`config.mk`:
```
export PLATFORM = sky130hd
export DESIGN_NAME = rtt_weighted_server_selector
export DESIGN_NICKNAME = d
export VERILOG_FILES = /design/src/hw/rtl/rwss_pkg.sv /design/src/hw/rtl/rwss_cell.sv /design/src/hw/rtl/rtt_weighted_server_selector.sv
export SDC_FILE = /design/constraint.sdc
export NUM_CORES = 2
export LEC_CHECK = 0
export ABC_AREA = 1
export BUFFER_PORTS_ARGS = -buffer_cell sky130_fd_sc_hd__buf_2
export CAP_MARGIN = 20
export CORE_MARGIN = 10
export CORE_UTILIZATION = 55
export CTS_BUF_LIST = sky130_fd_sc_hd__clkbuf_2 sky130_fd_sc_hd__clkbuf_4 sky130_fd_sc_hd__clkbuf_8
export CTS_CLUSTER_DIAMETER = 120
export DETAILED_ROUTE_END_ITERATION = 7
export PLACE_DENSITY = 0.72
export SETUP_SLACK_MARGIN = 0.2
export SYNTH_ARGS = -nofsm -noshare
export SYNTH_HDL_FRONTEND = slang
export SYNTH_SLANG_ARGS = --single-unit
```
`constraint.sdc`:
```
create_clock -name clk -period 10.9 [get_ports clk]
set_input_delay 1.635 -clock clk [delete_from_list [all_inputs] [get_ports clk]]
set_output_delay 1.635 -clock clk [all_outputs]
set_load 0.02 [all_outputs]
```
`src/hw/rtl/rwss_pkg.sv`:
```
package rwss_pkg;

	localparam int MAX_MEMBERS = 8;
	localparam int IDX_W = $clog2(MAX_MEMBERS);
	localparam int CNT_W = $clog2(MAX_MEMBERS + 1);

	localparam logic [31:0] RTT_NONE = 32'hFFFF_FFFF;
	localparam logic [15:0] RUN_MAX = 16'hFFFF;
	localparam logic [15:0] THRESH_RESET = 16'd3;
	localparam logic [31:0] HOLD_RESET = 32'd30000;

	typedef enum logic [1:0] {
		CMD_SELECT = 2'd0,
		CMD_SAMPLE = 2'd1,
		CMD_FAIL   = 2'd2,
		CMD_PROBE  = 2'd3
	} cmd_t;

	typedef enum logic [1:0] {
		CFG_COUNT  = 2'd0,
		CFG_THRESH = 2'd1,
		CFG_HOLD   = 2'd2,
		CFG_NONE   = 2'd3
	} cfg_idx_t;

	typedef enum logic {
		ST_IDLE = 1'b0,
		ST_SCAN = 1'b1
	} state_t;

	// Table update broadcast to every cell
	typedef struct packed {
		logic              sample;
		logic              fail;
		logic [IDX_W-1:0]  member;
		logic [31:0]       rtt;
		logic [31:0]       now;
		logic [15:0]       thresh;
		logic [31:0]       hold;
	} upd_t;

	// Scan context held steady while the wave runs
	typedef struct packed {
		logic [IDX_W:0]    skip;
		logic [31:0]       now;
		logic [CNT_W-1:0]  count;
	} scan_t;

	typedef struct packed {
		logic              found;
		logic [IDX_W-1:0]  idx;
		logic [31:0]       rtt;
	} lane_t;

	// Running minima: hold honored, avoid only, no skip
	typedef struct packed {
		lane_t             best_hold;
		lane_t             best_free;
		lane_t             best_all;
	} carry_t;

	// Cursor modulo count by repeated compare and subtract
	function automatic logic [IDX_W-1:0] wrap_idx(input logic [IDX_W-1:0] c,
			input logic [CNT_W-1:0] n);
		logic [CNT_W-1:0] v;
		v = CNT_W'(c);
		for (int k = 0; k < MAX_MEMBERS; k++) begin
			if (n != '0 && v >= n) begin
				v = v - n;
			end
		end
		if (n == '0) begin
			v = '0;
		end
		return v[IDX_W-1:0];
	endfunction

endpackage

```
`src/hw/rtl/rwss_cell.sv`:
```
module rwss_cell (
	input  logic                            clk,
	input  logic                            arst_n,
	input  logic [rwss_pkg::IDX_W-1:0]      cell_idx,
	input  rwss_pkg::upd_t                  upd,
	input  rwss_pkg::scan_t                 scan,
	input  rwss_pkg::carry_t                carry_in,
	output rwss_pkg::carry_t                carry_out_q
);

	logic [31:0] srtt_q;
	logic [15:0] run_q;
	logic        hold_q;
	logic [31:0] until_q;

	logic        hit;
	logic [15:0] run_inc;
	logic [31:0] srtt_next;
	logic [31:0] hold_diff;
	logic        active;
	logic        skipped;
	logic        in_service;
	rwss_pkg::carry_t carry_next;

	// Table update for this server
	assign hit = (upd.member == cell_idx);
	assign run_inc = (run_q == rwss_pkg::RUN_MAX) ? run_q : run_q + 16'd1;
	assign srtt_next = (srtt_q == rwss_pkg::RTT_NONE) ? upd.rtt
		: srtt_q - (srtt_q >> 3) + (upd.rtt >> 3);

	always_ff @(posedge clk or negedge arst_n) begin
		if (!arst_n) begin
			srtt_q  <= rwss_pkg::RTT_NONE;
			run_q   <= '0;
			hold_q  <= 1'b0;
			until_q <= '0;
		end else if (hit && upd.sample) begin
			srtt_q <= srtt_next;
			run_q  <= '0;
			hold_q <= 1'b0;
		end else if (hit && upd.fail) begin
			run_q <= run_inc;
			if (run_inc >= upd.thresh) begin
				hold_q  <= 1'b1;
				until_q <= upd.now + upd.hold;
			end
		end
	end

	// Eligibility for each of the three minima
	assign hold_diff = scan.now - until_q;
	assign in_service = !hold_q || !hold_diff[31];
	assign active = (rwss_pkg::CNT_W'(cell_idx) < scan.count);
	assign skipped = ({1'b0, cell_idx} == scan.skip);

	always_comb begin
		carry_next = carry_in;
		if (active && !skipped && in_service
				&& (!carry_in.best_hold.found || srtt_q < carry_in.best_hold.rtt)) begin
			carry_next.best_hold = '{found: 1'b1, idx: cell_idx, rtt: srtt_q};
		end
		if (active && !skipped
				&& (!carry_in.best_free.found || srtt_q < carry_in.best_free.rtt)) begin
			carry_next.best_free = '{found: 1'b1, idx: cell_idx, rtt: srtt_q};
		end
		if (active
				&& (!carry_in.best_all.found || srtt_q < carry_in.best_all.rtt)) begin
			carry_next.best_all = '{found: 1'b1, idx: cell_idx, rtt: srtt_q};
		end
	end

	// Hand the minima to the next cell
	always_ff @(posedge clk or negedge arst_n) begin
		if (!arst_n) begin
			carry_out_q <= '0;
		end else begin
			carry_out_q <= carry_next;
		end
	end

endmodule

```
`src/hw/rtl/rtt_weighted_server_selector.sv`:
```
// Server selector with RTT smoothing and failure hold-down.
// Input: start with cmd, member, avoid, rtt_ms, now_ms; a command is taken
// at a rising edge with start high and busy low.
// Sample and failure commands update the table at that edge and give no
// result; busy stays low, so they may follow each other every cycle.
// Select and probe-pick commands launch a scan wave down the row of eight
// server cells, one cell per cycle, carrying three running minima. The
// answer (chosen, found, kind) appears with done high for one cycle
// as busy falls; busy is high while the wave runs.
// Configuration: wr_en, wr_index, wr_data write member_count, down_threshold and
// hold_ms; the user must write only while the block is idle, which the block does not enforce.
// Reset (arst_n low) marks every server unmeasured, clears failure runs,
// holds and the probe cursor, and loads the register defaults.
// The receiver cannot stall: done is a one-cycle strobe and must be taken.
module rtt_weighted_server_selector (
	input  logic        clk,
	input  logic        arst_n,
	input  logic        start,
	output logic        busy,
	input  logic [1:0]  cmd,
	input  logic [2:0]  member,
	input  logic [3:0]  avoid,
	input  logic [31:0] rtt_ms,
	input  logic [31:0] now_ms,
	output logic        done,
	output logic [2:0]  chosen,
	output logic        found,
	output logic        kind,
	input  logic        wr_en,
	input  logic [1:0]  wr_index,
	input  logic [31:0] wr_data
);

	localparam int IDX_W = rwss_pkg::IDX_W;
	localparam int CNT_W = rwss_pkg::CNT_W;
	localparam int MAXM = rwss_pkg::MAX_MEMBERS;

	logic [3:0]  count_q;
	logic [15:0] thresh_q;
	logic [31:0] hold_q;

	rwss_pkg::state_t state_q, state_next;
	logic [CNT_W-1:0] step_q;
	logic [CNT_W-1:0] live;
	logic             take;
	logic             scan_end;
	logic             launch;

	rwss_pkg::scan_t  scan_q;
	logic             kind_q;
	logic [IDX_W-1:0] cursor_q;
	logic [IDX_W-1:0] start_q;

	rwss_pkg::upd_t   upd;
	rwss_pkg::carry_t chain [MAXM+1];

	logic             done_q;
	logic [2:0]       chosen_q;
	logic             found_q;
	logic             kindo_q;

	logic             sel_found;
	logic [IDX_W-1:0] sel_idx;
	logic [CNT_W-1:0] start_inc;
	logic [IDX_W-1:0] cand;
	logic             cand_ok;
	logic [CNT_W-1:0] cand_inc;
	logic [IDX_W-1:0] cursor_next;

	// Configuration registers
	always_ff @(posedge clk or negedge arst_n) begin
		if (!arst_n) begin
			count_q  <= '0;
			thresh_q <= rwss_pkg::THRESH_RESET;
			hold_q   <= rwss_pkg::HOLD_RESET;
		end else if (wr_en) begin
			unique case (rwss_pkg::cfg_idx_t'(wr_index))
				rwss_pkg::CFG_COUNT:  count_q  <= wr_data[3:0];
				rwss_pkg::CFG_THRESH: thresh_q <= wr_data[15:0];
				rwss_pkg::CFG_HOLD:   hold_q   <= wr_data;
				default: ;
			endcase
		end
	end

	assign live = (count_q > 4'(MAXM)) ? CNT_W'(MAXM) : CNT_W'(count_q);

	// Command decode
	assign take = start && !busy;
	assign launch = take && (rwss_pkg::cmd_t'(cmd) == rwss_pkg::CMD_SELECT
		|| rwss_pkg::cmd_t'(cmd) == rwss_pkg::CMD_PROBE);

	always_comb begin
		upd.sample = take && (rwss_pkg::cmd_t'(cmd) == rwss_pkg::CMD_SAMPLE)
			&& (CNT_W'(member) < live);
		upd.fail = take && (rwss_pkg::cmd_t'(cmd) == rwss_pkg::CMD_FAIL)
			&& (CNT_W'(member) < live);
		upd.member = IDX_W'(member);
		upd.rtt = rtt_ms;
		upd.now = now_ms;
		upd.thresh = thresh_q;
		upd.hold = hold_q;
	end

	// Sequencer: next state
	always_comb begin
		state_next = state_q;
		unique case (state_q)
			rwss_pkg::ST_IDLE: if (launch) state_next = rwss_pkg::ST_SCAN;
			rwss_pkg::ST_SCAN: if (scan_end) state_next = rwss_pkg::ST_IDLE;
			default: state_next = rwss_pkg::ST_IDLE;
		endcase
	end

	// Sequencer: outputs
	always_comb begin
		busy = 1'b0;
		scan_end = 1'b0;
		unique case (state_q)
			rwss_pkg::ST_IDLE: busy = 1'b0;
			rwss_pkg::ST_SCAN: begin
				busy = 1'b1;
				scan_end = (step_q == CNT_W'(MAXM));
			end
			default: busy = 1'b0;
		endcase
	end

	always_ff @(posedge clk or negedge arst_n) begin
		if (!arst_n) begin
			state_q <= rwss_pkg::ST_IDLE;
			step_q  <= '0;
		end else begin
			state_q <= state_next;
			if (launch) begin
				step_q <= '0;
			end else if (busy) begin
				step_q <= step_q + CNT_W'(1);
			end
		end
	end

	// Latch the scan context
	always_ff @(posedge clk) begin
		if (launch) begin
			scan_q.now   <= now_ms;
			scan_q.count <= live;
			scan_q.skip  <= (rwss_pkg::cmd_t'(cmd) == rwss_pkg::CMD_PROBE || avoid[3])
				? (IDX_W+1)'(MAXM) : (IDX_W+1)'(avoid[2:0]);
			kind_q  <= (rwss_pkg::cmd_t'(cmd) == rwss_pkg::CMD_PROBE);
			start_q <= rwss_pkg::wrap_idx(cursor_q, live);
		end
	end

	// Row of server cells
	assign chain[0] = '0;

	for (genvar g = 0; g < MAXM; g++) begin : g_cell
		rwss_cell u_cell (
			.clk         (clk),
			.arst_n      (arst_n),
			.cell_idx    (IDX_W'(g)),
			.upd         (upd),
			.scan        (scan_q),
			.carry_in    (chain[g]),
			.carry_out_q (chain[g+1])
		);
	end

	// Pick the first pass that found a server
	always_comb begin
		priority if (chain[MAXM].best_hold.found) begin
			sel_found = 1'b1;
			sel_idx = chain[MAXM].best_hold.idx;
		end else if (chain[MAXM].best_free.found) begin
			sel_found = 1'b1;
			sel_idx = chain[MAXM].best_free.idx;
		end else begin
			sel_found = chain[MAXM].best_all.found;
			sel_idx = chain[MAXM].best_all.idx;
		end
	end

	// Round-robin probe target: cursor, or the next one if that is selected
	assign start_inc = CNT_W'(start_q) + CNT_W'(1);
	assign cand = (start_q != sel_idx) ? start_q
		: ((start_inc == scan_q.count) ? '0 : start_inc[IDX_W-1:0]);
	assign cand_ok = (scan_q.count != '0) && (cand != sel_idx);
	assign cand_inc = CNT_W'(cand) + CNT_W'(1);
	assign cursor_next = (cand_inc == scan_q.count) ? '0 : cand_inc[IDX_W-1:0];

	// Result and probe cursor
	always_ff @(posedge clk or negedge arst_n) begin
		if (!arst_n) begin
			done_q   <= 1'b0;
			cursor_q <= '0;
		end else begin
			done_q <= scan_end;
			if (scan_end && kind_q && cand_ok) begin
				cursor_q <= cursor_next;
			end
		end
	end

	always_ff @(posedge clk) begin
		if (scan_end) begin
			kindo_q <= kind_q;
			if (kind_q) begin
				found_q  <= cand_ok;
				chosen_q <= cand_ok ? 3'(cand) : 3'd0;
			end else begin
				found_q  <= sel_found;
				chosen_q <= sel_found ? 3'(sel_idx) : 3'd0;
			end
		end
	end

	assign done = done_q;
	assign chosen = chosen_q;
	assign found = found_q;
	assign kind = kindo_q;

endmodule
```
# After elaboration in Yosys (flattened, before gate mapping)
# Index checks and enable logic that the tools add are counted.
[word_totals]
mem_bits_ro = 0
word_cells = 562
latch_bits = 0
in_bits = 111
output_inout_bits = 7
ram_bits = 0
memories = 0
regBits = 1526
[op_classes]
order_cmp = 47
n_mux = 115
n_mul = 0
n_shift = 0
div_mod_pow = 0
eq_ne = 40
n_reduce_logical = 190
add_sub_neg = 44
bitwise = 9
[ops]
columns = ["cell", "n"]
rows = [
  ["2-to-1 mux 36 bit", 24],
  ["< comparator 32 bit", 21],
  ["2-to-1 mux 16 bit", 24],
  ["adder 32 x 29 -> 32 bit", 8],
  ["equality test 32 bit (second input constant)", 8],
  ["2-to-1 mux 32 bit", 8],
  ["subtractor 32 x 29 -> 32 bit", 8],
  ["subtractor 32 bit", 8],
  ["adder 16 x 1 -> 16 bit (second input constant)", 8],
  ["equality test 16 bit (second input constant)", 8],
  ["greater-or-equal comparator 16 bit", 8],
  ["2-to-1 mux 4 bit", 18],
  ["logical AND 1 bit", 70],
  ["zero test 1 bit", 46],
  ["nonzero test 2 bit", 17],
  ["adder 32 bit", 1],
  ["logical OR 1 bit", 31],
  ["2-to-1 mux 1 bit", 30],
  ["greater-or-equal comparator 4 bit", 7],
  ["2-to-1 mux 3 bit", 9],
  ["AND reduction 3 bit", 8],
  ["subtractor 4 bit", 6],
  ["AND reduction 2 bit", 11],
  ["equality test 3 x 4 -> 1 bit (first input constant)", 4],
  ["other kinds (26)", 54],
]

# Depth between registers and ports, before layout
[logic_depth]
word_depth = 33
mapped_depth = 64
mapped_depth_nobuf = 64

# Hierarchy
# Synthesis repeated with hierarchy kept, for this count alone.
[unflattened]
cells_unflattened = 19398
area_unflattened_um2 = 139040.9
[modules_own_cells]
columns = ["mod", "seq_area_each_um2", "area_each_um2", "instances", "cells_per_inst"]
rows = [
  ["rwss_cell (g_cell[1].u_cell ...)", 4769.6, 16620.9, 4, 2338],
  ["rwss_cell (g_cell[0].u_cell ...)", 4769.6, 16599.7, 2, 2353],
  ["rwss_cell (g_cell[3].u_cell)", 4769.6, 16633.5, 1, 2338],
  ["rwss_cell (g_cell[7].u_cell)", 4769.6, 16619.7, 1, 2361],
  ["rtt_weighted_server_selector", 3009.1, 6104.6, 1, 641],
]

# Worst setup path after synthesis
# No wires, ideal clock.
[synth_path]
path_kind = "flip-flop to flip-flop"
startpoint = "reg count_q[3]"
endpoint = "reg start_q[2], data pin"
synth_period_minus_slack_ns = 10.729
path_buffers = 0
setup_slack_ns = 0.171
setup_ns = 0.249
arrival_ns = 10.480
stages_incl_launch_ff = 60
required_ns = 10.651
path_cell_list = "dfrtp_1 > inv_2 > nand2_1 > inv_1 > ha_1 > inv_1 > fa_1 > a21oi_1 > nand2_1 > nand2_1 > nand2_1 > and2_1 > ha_1 > fa_1 > nand3b_1 > nand3_1 > nand2_1 > nand3_1 > [24 not listed] > and2_1 > ha_1 > nand2_1 > o211ai_1 > nand2_1 > nand3_1 > and2_1 > ha_1 > inv_1 > fa_1 > nand3_1 > nand2_1 > a41oi_1 > nor2_1 > inv_1 > nand3_1 > nand2_1 > inv_1"
[synth_between]
elab_chain_cells = 33
elab_cells_between_ends = 43
classes_between = "add/sub: 8; order compare: 9; mux: 16; reduce/logical: 10"
[synth_lines]
columns = ["element", "line_no", "text"]
rows = [
  ["from (decl)", "rtt_weighted_server_selector.sv:38", "logic [3:0] count_q;"],
  ["from (signal assigned)", "rtt_weighted_server_selector.sv:78", "rwss_pkg::CFG_COUNT: count_q <= wr_data[3:0];"],
  ["greater-than comparator 4 bit (*)", "rtt_weighted_server_selector.sv:86", "assign live = (count_q > 4'(MAXM)) ? CNT_W'(MAXM) : CNT_W'(count_q);"],
  ["2-to-1 mux 4 bit (*)", "rtt_weighted_server_selector.sv:86", ""],
  ["net live[0]", "rtt_weighted_server_selector.sv:44", "logic [CNT_W-1:0] live;"],
  ["greater-or-equal comparator 3 x 4 -> 1 bit or nonzero test 4 bit (tied branches)", "rwss_pkg.sv:68", "if (n != '0 && v >= n) begin"],
  ["logical AND 1 bit", "rwss_pkg.sv:68", ""],
  ["2-to-1 mux 4 bit", "rwss_pkg.sv:68", ""],
  ["2-to-1 mux 4 bit", "rtt_weighted_server_selector.sv:145", "if (launch) begin"],
  ["greater-or-equal comparator 4 bit", "rwss_pkg.sv:68", ""],
  ["[18 not listed]", "-", ""],
  ["2-to-1 mux 4 bit", "rtt_weighted_server_selector.sv:145", ""],
  ["greater-or-equal comparator 4 bit", "rwss_pkg.sv:68", ""],
  ["logical AND 1 bit", "rwss_pkg.sv:68", ""],
  ["2-to-1 mux 4 bit", "rwss_pkg.sv:68", ""],
  ["2-to-1 mux 4 bit", "rtt_weighted_server_selector.sv:145", ""],
  ["greater-or-equal comparator 4 bit", "rwss_pkg.sv:68", ""],
  ["logical AND 1 bit", "rwss_pkg.sv:68", ""],
  ["2-to-1 mux 3 bit", "rwss_pkg.sv:68", ""],
  ["to (signal assigned)", "rtt_weighted_server_selector.sv:151", "start_q <= rwss_pkg::wrap_idx(cursor_q, live);"],
  ["to (decl)", "rtt_weighted_server_selector.sv:52", "logic [IDX_W-1:0] start_q;"],
]
# The timed path passes the listed nets; every way through them passes the cells marked *. The select of a mux whose other input is x is not followed.
# A chain may end at the register's enable or synchronous reset.

# Worst setup path in the final report
# Ends and elaborated chain as after synthesis.

==> results.toml <==
[sta]
drv_slew = 0
setup_viol = 0
tightest_slew_ps = 1201
rsz0062_at_grt = "yes"
max_slew_margin_pct = 19.10
final.setup_skew_ps = 102.1
period_share_pct = 93.68
finalHoldViolCount = 0
finalCriticalPeriod_ps = 10210
fmax_mhz = 97.94

[route]
drt_pass1_iterations = 6
ant_nets = 0
vias = 97800
routed_wl_um = 351300
drtIter0Drc = 9785
drc = 0
vias_per_cell = 5.644
wl_per_cell_um = 20.28

[clocking]
clkTransAtPathRegs_ps = 60
clockRootBuffer = "clkbuf_8"
cts_tree = "done"
cts_hold_buffers = 0
cts_made_buffers = 291
clock_path_buffers = 4
htree_levels = 5
cts.sinks = 1505
clk_latency_ps = 1110

[place]
hpwl_um = 274800
dp.cells = 16790
placed_cell_area_mm2 = 0.1144
port_buffers = 117
routabilityCongestion = 0.9994

[logic_synthesis]
synth.top_cell.area_share_pct = 27.01
synth_edf_count = 49
seq_area_frac_synth_pct = 34.65
ys_seq_elements = 1505
syn-num-nets = 15870
syn-cell-area_mm2 = 0.1104
async_reset_ff_share_pct = 96.74
avgSynthCellArea_um2 = 7.794
synth_top_area_cell = "dfrtp_1"
synthCells = 14160
synth.area.top_cells = "dfrtp_1 (27%), ha_1 (15%), nand2_1 (10%)"
yosysWarnings = 0
ys_types = 64
synth_top_flop_cell = "dfrtp_1"

[cells_and_area]
multiInputGateArea_mm2 = 0.06146
fin_cells = 17330
nets = 16170
drive_above_1_share_pct = 9.227
area_growth_pct = 9.993
final_cell_mix = "nand2_1 (2954), inv_1 (2523), o21ai_0 (1419)"
fillers = 18130
final_core_util_pct = 60.80
final_area_mm2 = 0.1214
seqCellArea_mm2 = 0.03824
final_common_cell = "nand2_1"

[grt]
globalRouteOverflowTotal = 0
track_usage_pct = 31.53
grt_pass1_vias = 93870
grt_max_degree = 156
antenna_found_initial = 16
grt_pass1_wl_um = 540200

[worst_setup_path]
end_kind = "flip-flop"
cpMostUsedCell = "nand2_2"
path_max_fanout = 6
cpPeakStageDelay_ps = 390
startpoint_type = "flip-flop"
criticalPathCategory = "flip-flop to flip-flop"
cpMaxStageDelayCell = "dfrtp_1"
required_ps = 11720
critPathArrivalTime_ps = 11030

[floorplanning]
fp.dieArea_mm2 = 0.2190
die-width_um = 467.9
coreArea_mm2 = 0.1997
start_util_pct = 55.27
die_h_um = 467.9
rows = 164
io_pins = 118

[job]
maxCapViolCount = 0

[hold_path]
min_path_type = "flip-flop to flip-flop"

[run_status]
outcome = "completed"
-- worst max-delay path: cells and delay by family (launching register included) --
family          cells  cell delay [ps]
compound gates      9             1410
fa+ha+maj          15             3780
buf+inv            10              890
flops               1              390
simple gates       29             3460
-- worst paths after layout --
check / startpoint / endpoint / slack [ps] / depth (start not counted)
max: count_q[3] / start_q[2] / 690 / 63
max in group asynchronous: arst_n / g_cell[0].u_cell.carry_out_q[24] / 8120 / 3
max reg2reg: count_q[3] / start_q[2] / 690 / 63
min reg2reg: g_cell[6].u_cell.carry_out_q[33] / g_cell[7].u_cell.carry_out_q[33] / 430 / 2
min: g_cell[6].u_cell.carry_out_q[33] / g_cell[7].u_cell.carry_out_q[33] / 430 / 2
min in group asynchronous: arst_n / g_cell[0].u_cell.run_q[14] / 550 / 1
-- sequential cells by signal, indices dropped and copies added (netlist names), 4 cells and up --
register                   flops
g_cell.u_cell.until_q        256
g_cell.u_cell.srtt_q         256
count_q                        4
hold_q                        32
scan_q                        40
g_cell.u_cell.hold_q           8
g_cell.u_cell.run_q          128
g_cell.u_cell.carry_out_q    747
thresh_q                      16
step_q                         4
-- routing by layer --
layer / share of wire, % / up-vias / GRT usage, %
li1: - / 47120 / -
met1: 43 / 46160 / 42.77
met2: 44 / 3760 / 48.76
met3: 7.6 / 761 / 5.230
met4: 5.7 / 4 / 15.88
met5: 0.0074 / - / 0
-- cell type report --
| class | count | share of cell area (%) |
|---|---|---|
| tap | 2656 | 2.738 |
| clock inverter | 63 | 0.5205 |
| inverter | 2577 | 7.977 |
| clock buffer | 440 | 4.587 |
| antenna | 8 | 0.01649 |
| sequential | 1505 | 31.50 |
| timing repair buffer | 325 | 2.030 |
| multi-input combinational | 9753 | 50.63 |
-- repair_timing --
action	4_1_cts	5_1_grt
pin swaps	6	48
endpoints found under the setup margin	3	3
gates resized for setup	15	86
buffers inserted	4	9
-- cells by family (layout without fill, tap and decap cells) --
logic type / after synthesis / count (layout) / share of synthesized area [%]
xor gates and xnor gates: 180 / 180 / 1.429
muxes: 19 / 19 / 0.1939
AOI/OAI and AO/OA: 3195 / 3195 / 15.60
other: 0 / 8 / 0
buffers and inverters: 2901 / 3405 / 10.09
adders and majority gates: 1603 / 1603 / 19.81
and+or+nand+nor: 4756 / 4756 / 18.22
DFF: 1505 / 1505 / 34.65
-- synth_stat cells (7+ instances only) --
library cell and count:
nand2_1 2987, inv_1 2531, o21ai_0 1421, ha_1 1362, dfrtp_1 1191, a21oi_1 1125, nor2_1 597, nand3_1 480
dfstp_2 265, nand4_1 251, fa_1 241, nor3_1 207, clkbuf_1 180, o21ai_1 134, xor2_1 133, buf_2 106
o22ai_1 77, or2_2 74, a21o_1 72, nor4_1 67, a22oi_1 65, o21a_1 57, o21bai_1 52, edfxtp_1 49
xnor2_1 47, o211ai_1 46, a31oi_1 38, nand3b_1 35, a21boi_0 33, o221ai_1 33, inv_2 25, buf_1 21
mux2_2 19, clkinv_1 17, and2_1 14, buf_6 12, nor2_2 11, a211oi_1 10, nor2_4 10, o41ai_1 8
nand2_2 7
-- metrics by stage --
step | setup slack (ps) | setup TNS (ps) | hold slack, ps
after floorplan | 247.6 | 0 | 409.6
after global placement | -251.6 | -734.6 | 414.3
after detailed placement | -74.06 | -163.3 | 416.4
after CTS | 202.1 | 0 | 427.0
after global routing | 130.8 | 0 | 458.7
final | 689.4 | 0 | 428.9
Power is left out: the tool's default activity adds up to more than one toggle a clock period on the data nets, which glitch-free logic cannot reach.
